## src/rtl/core/kvj_pkg.sv

```systemverilog
// Shared types, constants and the CRC-32 byte step of the key-value journal.
package kvj_pkg;

   // Default geometry of the journal.
   localparam int ENTRIES_DEF       = 64;
   localparam int KEY_BYTES_DEF     = 16;
   localparam int PAYLOAD_BYTES_DEF = 32;

   // Reflected CRC-32.
   localparam logic [31:0] CRC_POLY = 32'hEDB8_8320;
   localparam logic [31:0] CRC_INIT = 32'hFFFF_FFFF;

   // Most bytes a read ever returns.
   localparam logic [6:0] READ_CAP = 7'd32;

   // Command kinds.
   localparam logic [2:0] KIND_WRITE  = 3'd0;
   localparam logic [2:0] KIND_READ   = 3'd1;
   localparam logic [2:0] KIND_EXISTS = 3'd2;
   localparam logic [2:0] KIND_DELETE = 3'd3;
   localparam logic [2:0] KIND_FORMAT = 3'd4;

   // Result status codes.
   localparam logic [1:0] ST_OK        = 2'd0;
   localparam logic [1:0] ST_DISABLED  = 2'd1;
   localparam logic [1:0] ST_TOO_LONG  = 2'd2;
   localparam logic [1:0] ST_NOT_FOUND = 2'd3;

   // Which stored data the scan pipeline consumes.
   typedef enum logic {
      PH_KEY,
      PH_CRC
   } phase_type;

   // Commands from the controller to the datapath.
   typedef struct packed {
      logic       absorb;
      logic       acc_clear;
      logic       fmt;
      logic       copy_wr;
      logic       commit;
      logic       cnt_clear;
      logic       cnt_step;
      logic       scan_rd;
      phase_type  phase;
      logic       scan_init;
      logic       scan_next;
      logic       emit;
      logic [1:0] emit_status;
      logic       emit_byte;
      logic       emit_present;
   } cmd_type;

   // Status from the datapath to the controller.
   typedef struct packed {
      logic [2:0] kind;
      logic       enabled;
      logic       over;
      logic       count_zero;
      logic       copy_done;
      logic       key_done;
      logic       crc_done;
      logic       pipe_busy;
      logic       key_match;
      logic       tomb;
      logic       crc_ok;
      logic       n_zero;
      logic       out_last;
      logic       s_zero;
      logic       out_busy;
   } sts_type;

   // One byte of the reflected CRC-32 update.
   function automatic logic [31:0] crc_byte(input logic [31:0] crc, input logic [7:0] b);
      logic [31:0] c;
      c = crc ^ {24'd0, b};
      for (int k = 0; k < 8; k++) begin
         c = (c >> 1) ^ (CRC_POLY & {32{c[0]}});
      end
      return c;
   endfunction

endpackage

```

## src/rtl/core/kvj_ctrl.sv

```systemverilog
// Command sequencer of the key-value journal.
module kvj_ctrl
   import kvj_pkg::*;
(
   input  logic    clock,
   input  logic    reset,
   input  logic    req_tvalid,
   input  logic    req_tlast,
   output logic    req_tready,
   input  sts_type sts,
   output cmd_type cmd
);

   typedef enum logic [3:0] {
      S_IDLE,
      S_DISPATCH,
      S_COPY,
      S_SCAN_KEY,
      S_KEY_END,
      S_SCAN_CRC,
      S_CRC_END,
      S_OUT_RD,
      S_OUT_WAIT
   } state_type;

   state_type state_ff;
   state_type state_in;

   assign req_tready = (state_ff == S_IDLE);

   // Next state and commands.
   always_comb begin
      state_in = state_ff;
      cmd      = '0;
      cmd.phase = PH_KEY;
      unique case (state_ff)
         S_IDLE: begin
            if (req_tvalid) begin
               cmd.absorb = 1'b1;
               if (req_tlast) begin
                  state_in = S_DISPATCH;
               end
            end
         end
         S_DISPATCH: begin
            if (!sts.out_busy) begin
               if (!sts.enabled) begin
                  cmd.emit        = 1'b1;
                  cmd.emit_status = ST_DISABLED;
                  cmd.acc_clear   = 1'b1;
                  state_in        = S_IDLE;
               end else if (sts.kind == KIND_WRITE && sts.over) begin
                  cmd.emit        = 1'b1;
                  cmd.emit_status = ST_TOO_LONG;
                  cmd.acc_clear   = 1'b1;
                  state_in        = S_IDLE;
               end else if (sts.kind == KIND_WRITE || sts.kind == KIND_DELETE) begin
                  cmd.cnt_clear = 1'b1;
                  state_in      = S_COPY;
               end else if (sts.kind == KIND_READ || sts.kind == KIND_EXISTS) begin
                  if (sts.count_zero) begin
                     cmd.emit        = 1'b1;
                     cmd.emit_status = (sts.kind == KIND_READ) ? ST_NOT_FOUND : ST_OK;
                     cmd.acc_clear   = 1'b1;
                     state_in        = S_IDLE;
                  end else begin
                     cmd.scan_init = 1'b1;
                     state_in      = S_SCAN_KEY;
                  end
               end else begin
                  // Format and the unused kinds answer ok at once.
                  cmd.fmt         = (sts.kind == KIND_FORMAT);
                  cmd.emit        = 1'b1;
                  cmd.emit_status = ST_OK;
                  cmd.acc_clear   = 1'b1;
                  state_in        = S_IDLE;
               end
            end
         end
         S_COPY: begin
            cmd.copy_wr = 1'b1;
            if (!sts.copy_done) begin
               cmd.cnt_step = 1'b1;
            end else if (!sts.out_busy) begin
               cmd.commit      = 1'b1;
               cmd.emit        = 1'b1;
               cmd.emit_status = ST_OK;
               cmd.acc_clear   = 1'b1;
               state_in        = S_IDLE;
            end
         end
         S_SCAN_KEY: begin
            cmd.phase = PH_KEY;
            if (!sts.key_done) begin
               cmd.scan_rd = 1'b1;
            end else if (!sts.pipe_busy) begin
               state_in = S_KEY_END;
            end
         end
         S_KEY_END: begin
            if (!sts.key_match) begin
               if (!sts.s_zero) begin
                  cmd.scan_next = 1'b1;
                  state_in      = S_SCAN_KEY;
               end else if (!sts.out_busy) begin
                  cmd.emit        = 1'b1;
                  cmd.emit_status = (sts.kind == KIND_READ) ? ST_NOT_FOUND : ST_OK;
                  cmd.acc_clear   = 1'b1;
                  state_in        = S_IDLE;
               end
            end else if (sts.kind == KIND_EXISTS || sts.tomb) begin
               if (!sts.out_busy) begin
                  cmd.emit         = 1'b1;
                  cmd.emit_status  = (sts.kind == KIND_EXISTS) ? ST_OK : ST_NOT_FOUND;
                  cmd.emit_present = (sts.kind == KIND_EXISTS) && !sts.tomb;
                  cmd.acc_clear    = 1'b1;
                  state_in         = S_IDLE;
               end
            end else begin
               cmd.cnt_clear = 1'b1;
               state_in      = S_SCAN_CRC;
            end
         end
         S_SCAN_CRC: begin
            cmd.phase = PH_CRC;
            if (!sts.crc_done) begin
               cmd.scan_rd = 1'b1;
            end else if (!sts.pipe_busy) begin
               state_in = S_CRC_END;
            end
         end
         S_CRC_END: begin
            if (!sts.crc_ok) begin
               // A damaged record is skipped.
               if (!sts.s_zero) begin
                  cmd.scan_next = 1'b1;
                  state_in      = S_SCAN_KEY;
               end else if (!sts.out_busy) begin
                  cmd.emit        = 1'b1;
                  cmd.emit_status = ST_NOT_FOUND;
                  cmd.acc_clear   = 1'b1;
                  state_in        = S_IDLE;
               end
            end else if (sts.n_zero) begin
               if (!sts.out_busy) begin
                  cmd.emit        = 1'b1;
                  cmd.emit_status = ST_OK;
                  cmd.acc_clear   = 1'b1;
                  state_in        = S_IDLE;
               end
            end else begin
               cmd.cnt_clear = 1'b1;
               state_in      = S_OUT_RD;
            end
         end
         S_OUT_RD: begin
            state_in = S_OUT_WAIT;
         end
         S_OUT_WAIT: begin
            if (!sts.out_busy) begin
               cmd.emit        = 1'b1;
               cmd.emit_status = ST_OK;
               cmd.emit_byte   = 1'b1;
               cmd.cnt_step    = 1'b1;
               if (sts.out_last) begin
                  cmd.acc_clear = 1'b1;
                  state_in      = S_IDLE;
               end else begin
                  state_in = S_OUT_RD;
               end
            end
         end
         default: begin
            state_in = S_IDLE;
         end
      endcase
   end

   // State register.
   always_ff @(posedge clock) begin
      if (reset) begin
         state_ff <= S_IDLE;
      end else begin
         state_ff <= state_in;
      end
   end

endmodule

```

## config.mk

```make
export PLATFORM = sky130hd
export DESIGN_NAME = kvj_ctrl
export DESIGN_NICKNAME = d
export VERILOG_FILES = /design/src/rtl/core/kvj_pkg.sv /design/src/rtl/core/kvj_ctrl.sv
export SDC_FILE = /design/constraint.sdc
export NUM_CORES = 1
export LEC_CHECK = 0
export BUFFER_PORTS_ARGS = -buffer_cell sky130_fd_sc_hd__buf_4
export CORE_UTILIZATION = 50
export CTS_CLUSTER_DIAMETER = 30
export DETAILED_ROUTE_END_ITERATION = 8
export HOLD_SLACK_MARGIN = 0.1
export PLACE_DENSITY_LB_ADDON = 0.1
export SYNTH_ARGS = -nofsm -noshare
export SYNTH_HDL_FRONTEND = slang
export SYNTH_SLANG_ARGS = --single-unit
```

## constraint.sdc

```tcl
create_clock -name clock -period 3.9 [get_ports clock]
set_input_delay 0.78 -clock clock [delete_from_list [all_inputs] [get_ports clock]]
set_output_delay 0.78 -clock clock [all_outputs]
set_load 0.02 [all_outputs]
```

After elaboration in Yosys (flattened, before gate mapping)
Index checks and enable logic that the tools add are counted.
{"block": "classes", "n_eq_ne": 21, "n_mux": 96, "reduce_logical": 9}
{"operator": "$mux W4", "n": 16}
{"operator": "$mux W3", "n": 18}
{"operator": "$mux W1", "n": 45}
{"operator": "$pmux W4 S9", "n": 1}
{"operator": "$mux W2", "n": 10}
{"operator": "$ne A2 B2 Y1 const B", "n": 9}
{"operator": "$eq A4 B3 Y1 const B", "n": 4}
{"operator": "$pmux W3 S5", "n": 1}
{"operator": "$reduce_and A9 Y1", "n": 1}
{"operator": "$eq A4 B2 Y1 const B", "n": 2}
{"operator": "$eq A3 B2 Y1 const B", "n": 2}
{"operator": "$pmux W1 S5", "n": 1}
{"operator": "$eq A4 B1 Y1 const B", "n": 1}
{"operator": "$eq A4 B4 Y1 const B", "n": 1}
{"operator": "$logic_not A4 Y1", "n": 1}
{"operator": "$pmux W1 S2", "n": 2}
{"operator": "$pmux W2 S2", "n": 1}
{"operator": "$eq A3 B1 Y1 const B", "n": 1}
{"operator": "$eq A3 B3 Y1 const B", "n": 1}
{"operator": "$logic_not A3 Y1", "n": 1}
{"operator": "$logic_or A1 B1 Y1", "n": 3}
{"operator": "$pmux W1 S3", "n": 1}
{"operator": "$logic_and A1 B1 Y1", "n": 2}
{"operator": "$logic_not A1 Y1", "n": 1}
{"block": "totals", "ff_bits": 4, "output_inout_bits": 17, "word_cells": 127, "in_bits": 21}

Longest topological paths before layout
Gate-level depths: netlist of run 1.
{"block": "depth", "depth_word": 9, "ltp_mapped": 7}

Least setup slack after synthesis of run 1
No wires, ideal clock.
{"block": "synth_path", "path_kind": "input port to output port", "start": "in sts[0] (netlist name)", "end": "out cmd[10] (netlist name)", "stages": 4, "t_arrival_ps": 2129, "t_required_ps": 3120, "path_slack_ps": 991, "path_cell_list": "buf_1 > nor2_1 > nand2_1 > o311ai_0"}
{"element": "start: declaration", "line": "kvj_ctrl.sv:10", "source": "input sts_type sts,"}
{"element": "end: declaration", "line": "kvj_ctrl.sv:11", "source": "output cmd_type cmd"}

==> metrics.sh, run 1 <==
PATH_CLASS='reg2out'
ROW_COUNT=14
MAX_SLEW.WORST_PIN.SLEW_NS=0.695
DRC=5
CLK_PATH_BUF_DEPTH=2
CTS_RESIZED=0
PLACE.PORT_BUFFERS=37
YS.FLOP_TYPE='sky130_fd_sc_hd__dfxtp_1'
P_TOTAL_uW=261
CTS_MADE_BUFFERS=3
YOSYS.CELL_TYPES.COUNT=54
HOLDCRITSTARTPOINT='reset'
DRT_ITER0_DRC=42
CELL_INTERNAL_PWR_uW=148
TRITONCTS='done'
CELL_TYPES_WITH_THE_LARGEST_AREA_SHARE_AFTER_SYNTHESIS='sky130_fd_sc_hd__dfxtp_1 (9.4%), sky130_fd_sc_hd__nor2_1 (7.0%), sky130_fd_sc_hd__nand2_1 (5.3%), sky130_fd_sc_hd__buf_6 (4.0%), sky130_fd_sc_hd__nand2b_1 (3.7%)'
SYNTHESIS.AREA_PER_INSTANCE_UM2=6.95
POST-PLACE-CELLS=167
AREA.GROWTH.SYNTH_TO_FINAL_PCT=30.5
TIMING.CRITICAL_PATH.FROM_TYPE='flip-flop'
CHIPHEIGHT_UM=43.3
DP.FINAL_HPWL_MM=1.80
SETUP_SLACK_AFTER_PLACEMENT_NS=0.946
CP-END-KIND='primary output'
MOSTFREQUENTLAYOUTCELL='sky130_fd_sc_hd__buf_4'
MAXCLOCKFREQUENCY_GHz=0.320
DRV_CAP=0
FIN_UTIL_PCT=71.5
ROOT_BUFFER='sky130_fd_sc_hd__clkbuf_4'
GRT_PASS1_WL_MM=4.06
NETLIST_AREA_UM2=855
FINAL_WORST_PATH_PERIOD_SHARE_PCT=80.0
H-TREE-DEPTH=1
R2R_SLACK_NS=1.84
TIMING.FINAL.SETUP_VIOLATIONS=0
VIA_COUNT=1032
MAX_REG_FLOPS=4
CTS.SINK_COUNT=4
IO_PINS=38
GRT_START_MAX_NET_PINS=21
TNS_NS=0
ANT_NETS=0
TIMING.CRITICAL_PATH.ARRIVAL_NS=2.34
TOP_REGISTER='state_ff'
POSTPLACECELLAREA_UM2=1090
GP_CONGESTION=0.798
POWERDENSITY_nW_PER_UM2=234
REG.LARGEST.LIST='state_ff x4'
INITIAL_ANTENNA_VIOLATION_COUNT=0
CLKTRANSATPATHREGS_NS=0.04
GRT_PASS1_VIAS=895
POWER.SHARE.SWITCHING_PCT=43.4
VIOLATED_CHECKS='design-rule violations'
RSZ0062_AT_GRT='false'
FF2FF_PATH_DEPTH=5
OUTCOME='complete, but fails checks'
WORSTSETUPSTARTPOINT='state_ff[0]'
GRT_UTIL_ALL_LAYERS_PCT=28.1
CTS_HOLD_REPAIR.BUFFERS=0
PWR-SHARE-CLK_PCT=18.8
CRITPATHCAPTURE='cmd[10]'
SYN_INST=123
NETLIST.AREA_LEADER.SHARE_PCT=9.37
SEQPWRFRAC_PCT=26.0
NETLIST.TOP_CELL.BY_AREA='sky130_fd_sc_hd__dfxtp_1'
YS_FF_LATCH=4
FIN_AREA_UM2=1110
NUMBER_OF_ENABLE_FLIP_FLOP_CELLS_AFTER_SYNTHESIS=0
MAX_SLEW_MARGIN_PCT=53.6
WORSTPATHREQUIRED_NS=3.12
FINAL_NETS=177
FINAL_CELL_MIX='sky130_fd_sc_hd__buf_4 (37), sky130_fd_sc_hd__nor2_1 (16), sky130_fd_sc_hd__nand2_1 (12)'
DIE_FOOTPRINT_UM2=1880
ROUTE.DETAILED.WL_PER_INST_UM=14.1
FINALHOLDVIOLATIONS=0
FINAL_LAYOUT_SIZE_SUFFIX_GT1_SHARE_PCT=32.5
ROUTED_VIA_DENSITY=6.07
MAPPEDNETLISTNETS=144
INSTANCES_NO_FILL=170
WORSTHOLDPATHTYPE='in2reg'
DIE-WIDTH_UM=43.3
SLEW_VIOLATIONS=0
SWITCHINGPOWER_uW=113
GRT_OVERFLOW=0
HOLD_WS_NS=0.723
CRITICAL_REGISTER_TO_REGISTER_PATH_STARTPOINT='state_ff[0]'
ENDPOINT_OF_THE_LOWEST_SLACK_REGISTER_TO_REGISTER_PATH='state_ff[0]'
TOP_FANOUT_VALUE_ON_THE_CRITICAL_PATH=20
YS.WARNINGS.COUNT=0
FP.COREAREA_UM2=1560
START_UTIL_PCT=54.8
FINAL.SETUP.WORST_SLACK_NS=0.779
SYNTH_ASYNC_SR_FLOP_SHARE_PCT=0
CTS_SETUP_BUFFERS=0
FINALWIRELENGTH_MM=2.39
COMB_POWER_SHARE_PCT=55.2
VDD.IR_DROP.WORST_uV=221
INSERTION_DELAY_NS=0.23
FINALWORSTPATHREQUIREDPERIOD_NS=3.12
P_LEAK_nW=0.489
WORST_CLOCK_SKEW_NS=0.00117
FIRST_PASS_ITERS=7
DIODES=0
YS_SEQ_AREA_SHARE_PCT=9.37
worst min-delay path by stage:
stage                             end  slack [ns]  depth (start not counted)
after floorplan           state_ff[3]        0.68                          4
after global routing      state_ff[3]        0.71                          2
after detailed placement  state_ff[1]        0.83                          1
final                     state_ff[3]        0.72                          2
after CTS                 state_ff[3]        0.71                          2
after global placement    state_ff[1]        0.82                          1
Yosys cell counts (all sizes together) (2+ instances only):
master / instances
o22ai: 2
nor4b: 3
a21oi: 8
nor4: 3
dfxtp: 4
nand4: 2
o31a: 2
o21ai: 5
inv: 4
nand3: 2
a22oi: 2
nand3b: 4
nand2b: 6
nand2: 13
a21boi: 2
a22o: 3
clkbuf: 2
nor2: 16
and3b: 2
nor3: 5
buf: 7
nor3b: 4
layer usage:
| metal | vias to the layer above | global-route usage, % | part of all wire (%) |
|---|---|---|---|
| met5 | - | 0 | 0 |
| met4 | 0 | 7.50 | 0 |
| met3 | 0 | 2.50 | 4.5 |
| met2 | 38 | 45.8 | 49 |
| met1 | 473 | 39.8 | 46 |
| li1 | 521 | - | - |
cell type report:
type | count | area [um2]
Multi-Input combinational cell | 106 | 699
Fill cell | 148 | 444
Timing Repair Buffer | 37 | 278
Sequential cell | 4 | 80.1
Clock buffer | 3 | 22.5
Tap cell | 16 | 20.0
Inverter | 4 | 15.0
logic make-up (layout without fill, tap and decap cells):
kind of cell,Yosys count,after routing,share of synthesized area [%]
xor gates and xnor gates,2,2,2.05
muxes,2,2,2.49
buffers and inverters,13,44,8.78
AOI/OAI and AO/OA,34,34,29.0
DFF,4,4,9.37
and+or+nand+nor,68,68,48.3
power by group through the flow:
stage	clock network (mW)	registers, mW	logic (mW)
after floorplan	0	0.0478	0.117
after global placement	0	0.0672	0.139
after detailed placement	0	0.0678	0.143
after CTS	0.0523	0.0671	0.144
after global routing	0.0551	0.0708	0.156
final	0.0491	0.0679	0.144
critical path, cell delays in order (launching register included):
cell and delay, ns:
sky130_fd_sc_hd__dfxtp_1 0.76, sky130_fd_sc_hd__nor2b_2 0.34, sky130_fd_sc_hd__nand2_1 0.11, sky130_fd_sc_hd__nor2_1 0.23, sky130_fd_sc_hd__nand2_1 0.11, sky130_fd_sc_hd__o311ai_0 0.36, sky130_fd_sc_hd__buf_4 0.21
Power figures use the tool's default switching activity.
==> run 2: changes to the inputs <==
Settings changed: CORE_UTILIZATION 50 to 47.
Clock period 3.9 ns to 3.1 ns, I/O delays scaled along.
==> run 2 against run 1 <==
The flow now finishes without violations. Final cell count is 5.9% higher. Clock power up 30%. Combinational power increased by 37%. Global-route usage down 4.1 points. Total power rose by 27%. Clock skew grew 0.0040 ns. Die area is 6.1% higher. Sequential share of layout area fell by 0.12 points. Critical endpoint is now cmd[4]. Largest power group unchanged.
==> metrics.sh, run 2 (same netlist as run 1, synthesis figures left out) <==
OUTCOME='complete, no violations'
GR_LAYER_USAGE_MET3_PCT=6.53  # +4.0 points
GRT_START_MAX_NET_PINS=19  # -9.5%
TIMING.CRITICAL_PATH.FROM_TYPE='flip-flop'
ROW_COUNT=15  # +1
CRIT_PATH_CELL_TRACE='nand2b_4, or3_4, o311a_1, a21oi_2, buf_4'
FINALWIRELENGTH_MM=2.28  # -4.6%
FINAL_WORST_PATH_PERIOD_SHARE_PCT=88.7
WORSTPATHREQUIRED_NS=2.48  # -0.64 ns
CTS_HOLD_REPAIR.BUFFERS=0  # unchanged
CLKTRANSATPATHREGS_NS=0.04  # about the same
DRC=0  # -5
H-TREE-DEPTH=1  # unchanged
TNS_NS=0  # unchanged
DRT_ITER0_DRC=13  # -69%
FINAL_CELL_MIX='sky130_fd_sc_hd__buf_4 (38), sky130_fd_sc_hd__nor2_1 (16), sky130_fd_sc_hd__nand2_1 (12)'
ROUTED_VIA_DENSITY=5.88  # -3.2%
MAX_REG_FLOPS=4  # unchanged
FIN_UTIL_PCT=66.4  # -5.1 points
TOP_REGISTER='state_ff'
SLEW_VIOLATIONS=0  # unchanged
ANT_NETS=0  # unchanged
MAX_SLEW_MARGIN_PCT=55.2  # +1.6 points
CTS_SETUP_BUFFERS=0  # unchanged
AREA.GROWTH.SYNTH_TO_FINAL_PCT=32.7
DIE-WIDTH_UM=44.6  # +3.0%
P_LEAK_nW=0.494  # +1.1%
WORST_PATH_MAX_DELAY_CELL='sky130_fd_sc_hd__dfxtp_1'
CTS_MADE_BUFFERS=3  # unchanged
WORST_CLOCK_SKEW_NS=0.00522  # +0.00405 ns
TIMING.CRITICAL_PATH.ARRIVAL_NS=2.13  # -0.21 ns
PLACE.PORT_BUFFERS=37  # unchanged
GRT_PASS1_VIAS=829  # -7.4%
MOSTFREQUENTLAYOUTCELL='sky130_fd_sc_hd__buf_4'
MET2_USAGE_PCT=37.6  # -8.1 points
GRT_PASS1_WL_MM=3.61  # -11%
CRITICAL-PATH-TOP-DELAY-FAMILY='flip-flops'
CRITPATHBUFINV=1  # unchanged
GP_CONGESTION=0.856  # +7.3%
TRITONCTS='done'
DP.FINAL_HPWL_MM=1.77  # -2.0%
INITIAL_ANTENNA_VIOLATION_COUNT=0  # unchanged
GRT_UTIL_ALL_LAYERS_PCT=23.9  # -4.1 points
FINALWORSTPATHREQUIREDPERIOD_NS=2.75
PATH_CLASS='reg2out'
WORSTHOLDPATHTYPE='in2reg'
CHIPHEIGHT_UM=44.6  # +3.0%
CTS_RESIZED=0  # unchanged
FIRST_PASS_ITERS=4  # -3
DRV_CAP=0  # unchanged
MAXCLOCKFREQUENCY_GHz=0.364
ROOT_BUFFER='sky130_fd_sc_hd__clkbuf_4'
FINALHOLDVIOLATIONS=0  # unchanged
START_UTIL_PCT=50.0  # -4.8 points
GRT-BUSIEST-LAYER='met2'
FP.COREAREA_UM2=1710  # +9.6%
VDD.IR_DROP.WORST_uV=286  # +29%
POWERDENSITY_nW_PER_UM2=293  # +25%
INSERTION_DELAY_NS=0.24  # about the same
DIODES=0  # unchanged
REG.LARGEST.LIST='state_ff x4'
RSZ0062_AT_GRT='false'
GRT_OVERFLOW=0  # unchanged
CRITICAL-PATH-MAX-STAGE-DELAY_NS=0.74  # -0.02 ns
CLK_PATH_BUF_DEPTH=2  # unchanged
GRT_UTIL_MET1_PCT=32.7  # -7.2 points
DIE_FOOTPRINT_UM2=1990  # +6.1%
MAX_SLEW.WORST_PIN.SLEW_NS=0.671  # -0.0243 ns
CP-END-KIND='primary output'
TIMING.FINAL.SETUP_VIOLATIONS=0  # unchanged
FINAL_NETS=178  # +0.56%
IO_PINS=38  # unchanged
FINAL_LAYOUT_SIZE_SUFFIX_GT1_SHARE_PCT=32.9  # +0.44 points
CTS.SINK_COUNT=4  # unchanged
ROUTE.DETAILED.WL_PER_INST_UM=12.7  # -9.9%
VIA_COUNT=1058  # +2.5%
TOP_FANOUT_VALUE_ON_THE_CRITICAL_PATH=15  # -25%
[run 2: cell count changes in the layout (fill, tap and decap cells not counted)]
cell | previous run | this run
sky130_fd_sc_hd__buf_4 | 37 | 38
[run 2: area by class of cell]
cell class                      instances  area (um2)
Clock buffer                            3        22.5
Fill cell                             172         574
Inverter                                4        15.0
Multi-Input combinational cell        106         699
Sequential cell                         4        80.1
Tap cell                               25        31.3
Timing Repair Buffer                   38         285
[run 2: routing by layer]
metal,wire [um],up-vias
met4,14,0
met2,1120,42
met5,0,-
met1,986,485
met3,159,2
li1,-,529
[run 2: report_power, final]
part           total (mW)  leakage [nW]  internal [mW]  switching [mW]
registers          0.0717        0.0325         0.0570          0.0147
clock network      0.0638        0.0138         0.0432          0.0206
logic               0.197         0.448         0.0912           0.106
[run 2: metrics by stage]
stage / instance area, um2 / std cells / hold WS (ns) / power, mW / setup slack, ns
CTS: 1130 / 180 / 0.559 / 0.336 / 0.334
detailed placement: 1110 / 177 / 0.674 / 0.269 / 0.511
finish: 1130 / 180 / 0.565 / 0.333 / 0.351
global placement: 1110 / 177 / 0.672 / 0.265 / 0.535
global route: 1130 / 180 / 0.561 / 0.365 / 0.225
floorplan: 855 / 123 / 0.685 / 0.207 / 0.511
[run 2: worst paths after layout]
path | start | endpoint | slack [ns] | depth (start not counted)
worst min register to register | state_ff[0] | state_ff[0] | 0.68 | 1
worst max-delay path | state_ff[2] | cmd[4] | 0.35 | 5
worst max register to register | state_ff[2] | state_ff[1] | 1.24 | 5
worst min-delay path | reset | state_ff[3] | 0.56 | 2
[run 2: worst register-to-register path, cell delays in order (launching register included)]
cell                      delay [ns]
sky130_fd_sc_hd__dfxtp_1        0.74
sky130_fd_sc_hd__nor4b_2        0.16
sky130_fd_sc_hd__a22oi_1        0.21
sky130_fd_sc_hd__nand4_1        0.16
sky130_fd_sc_hd__nor3_1         0.34
sky130_fd_sc_hd__a22o_1         0.18
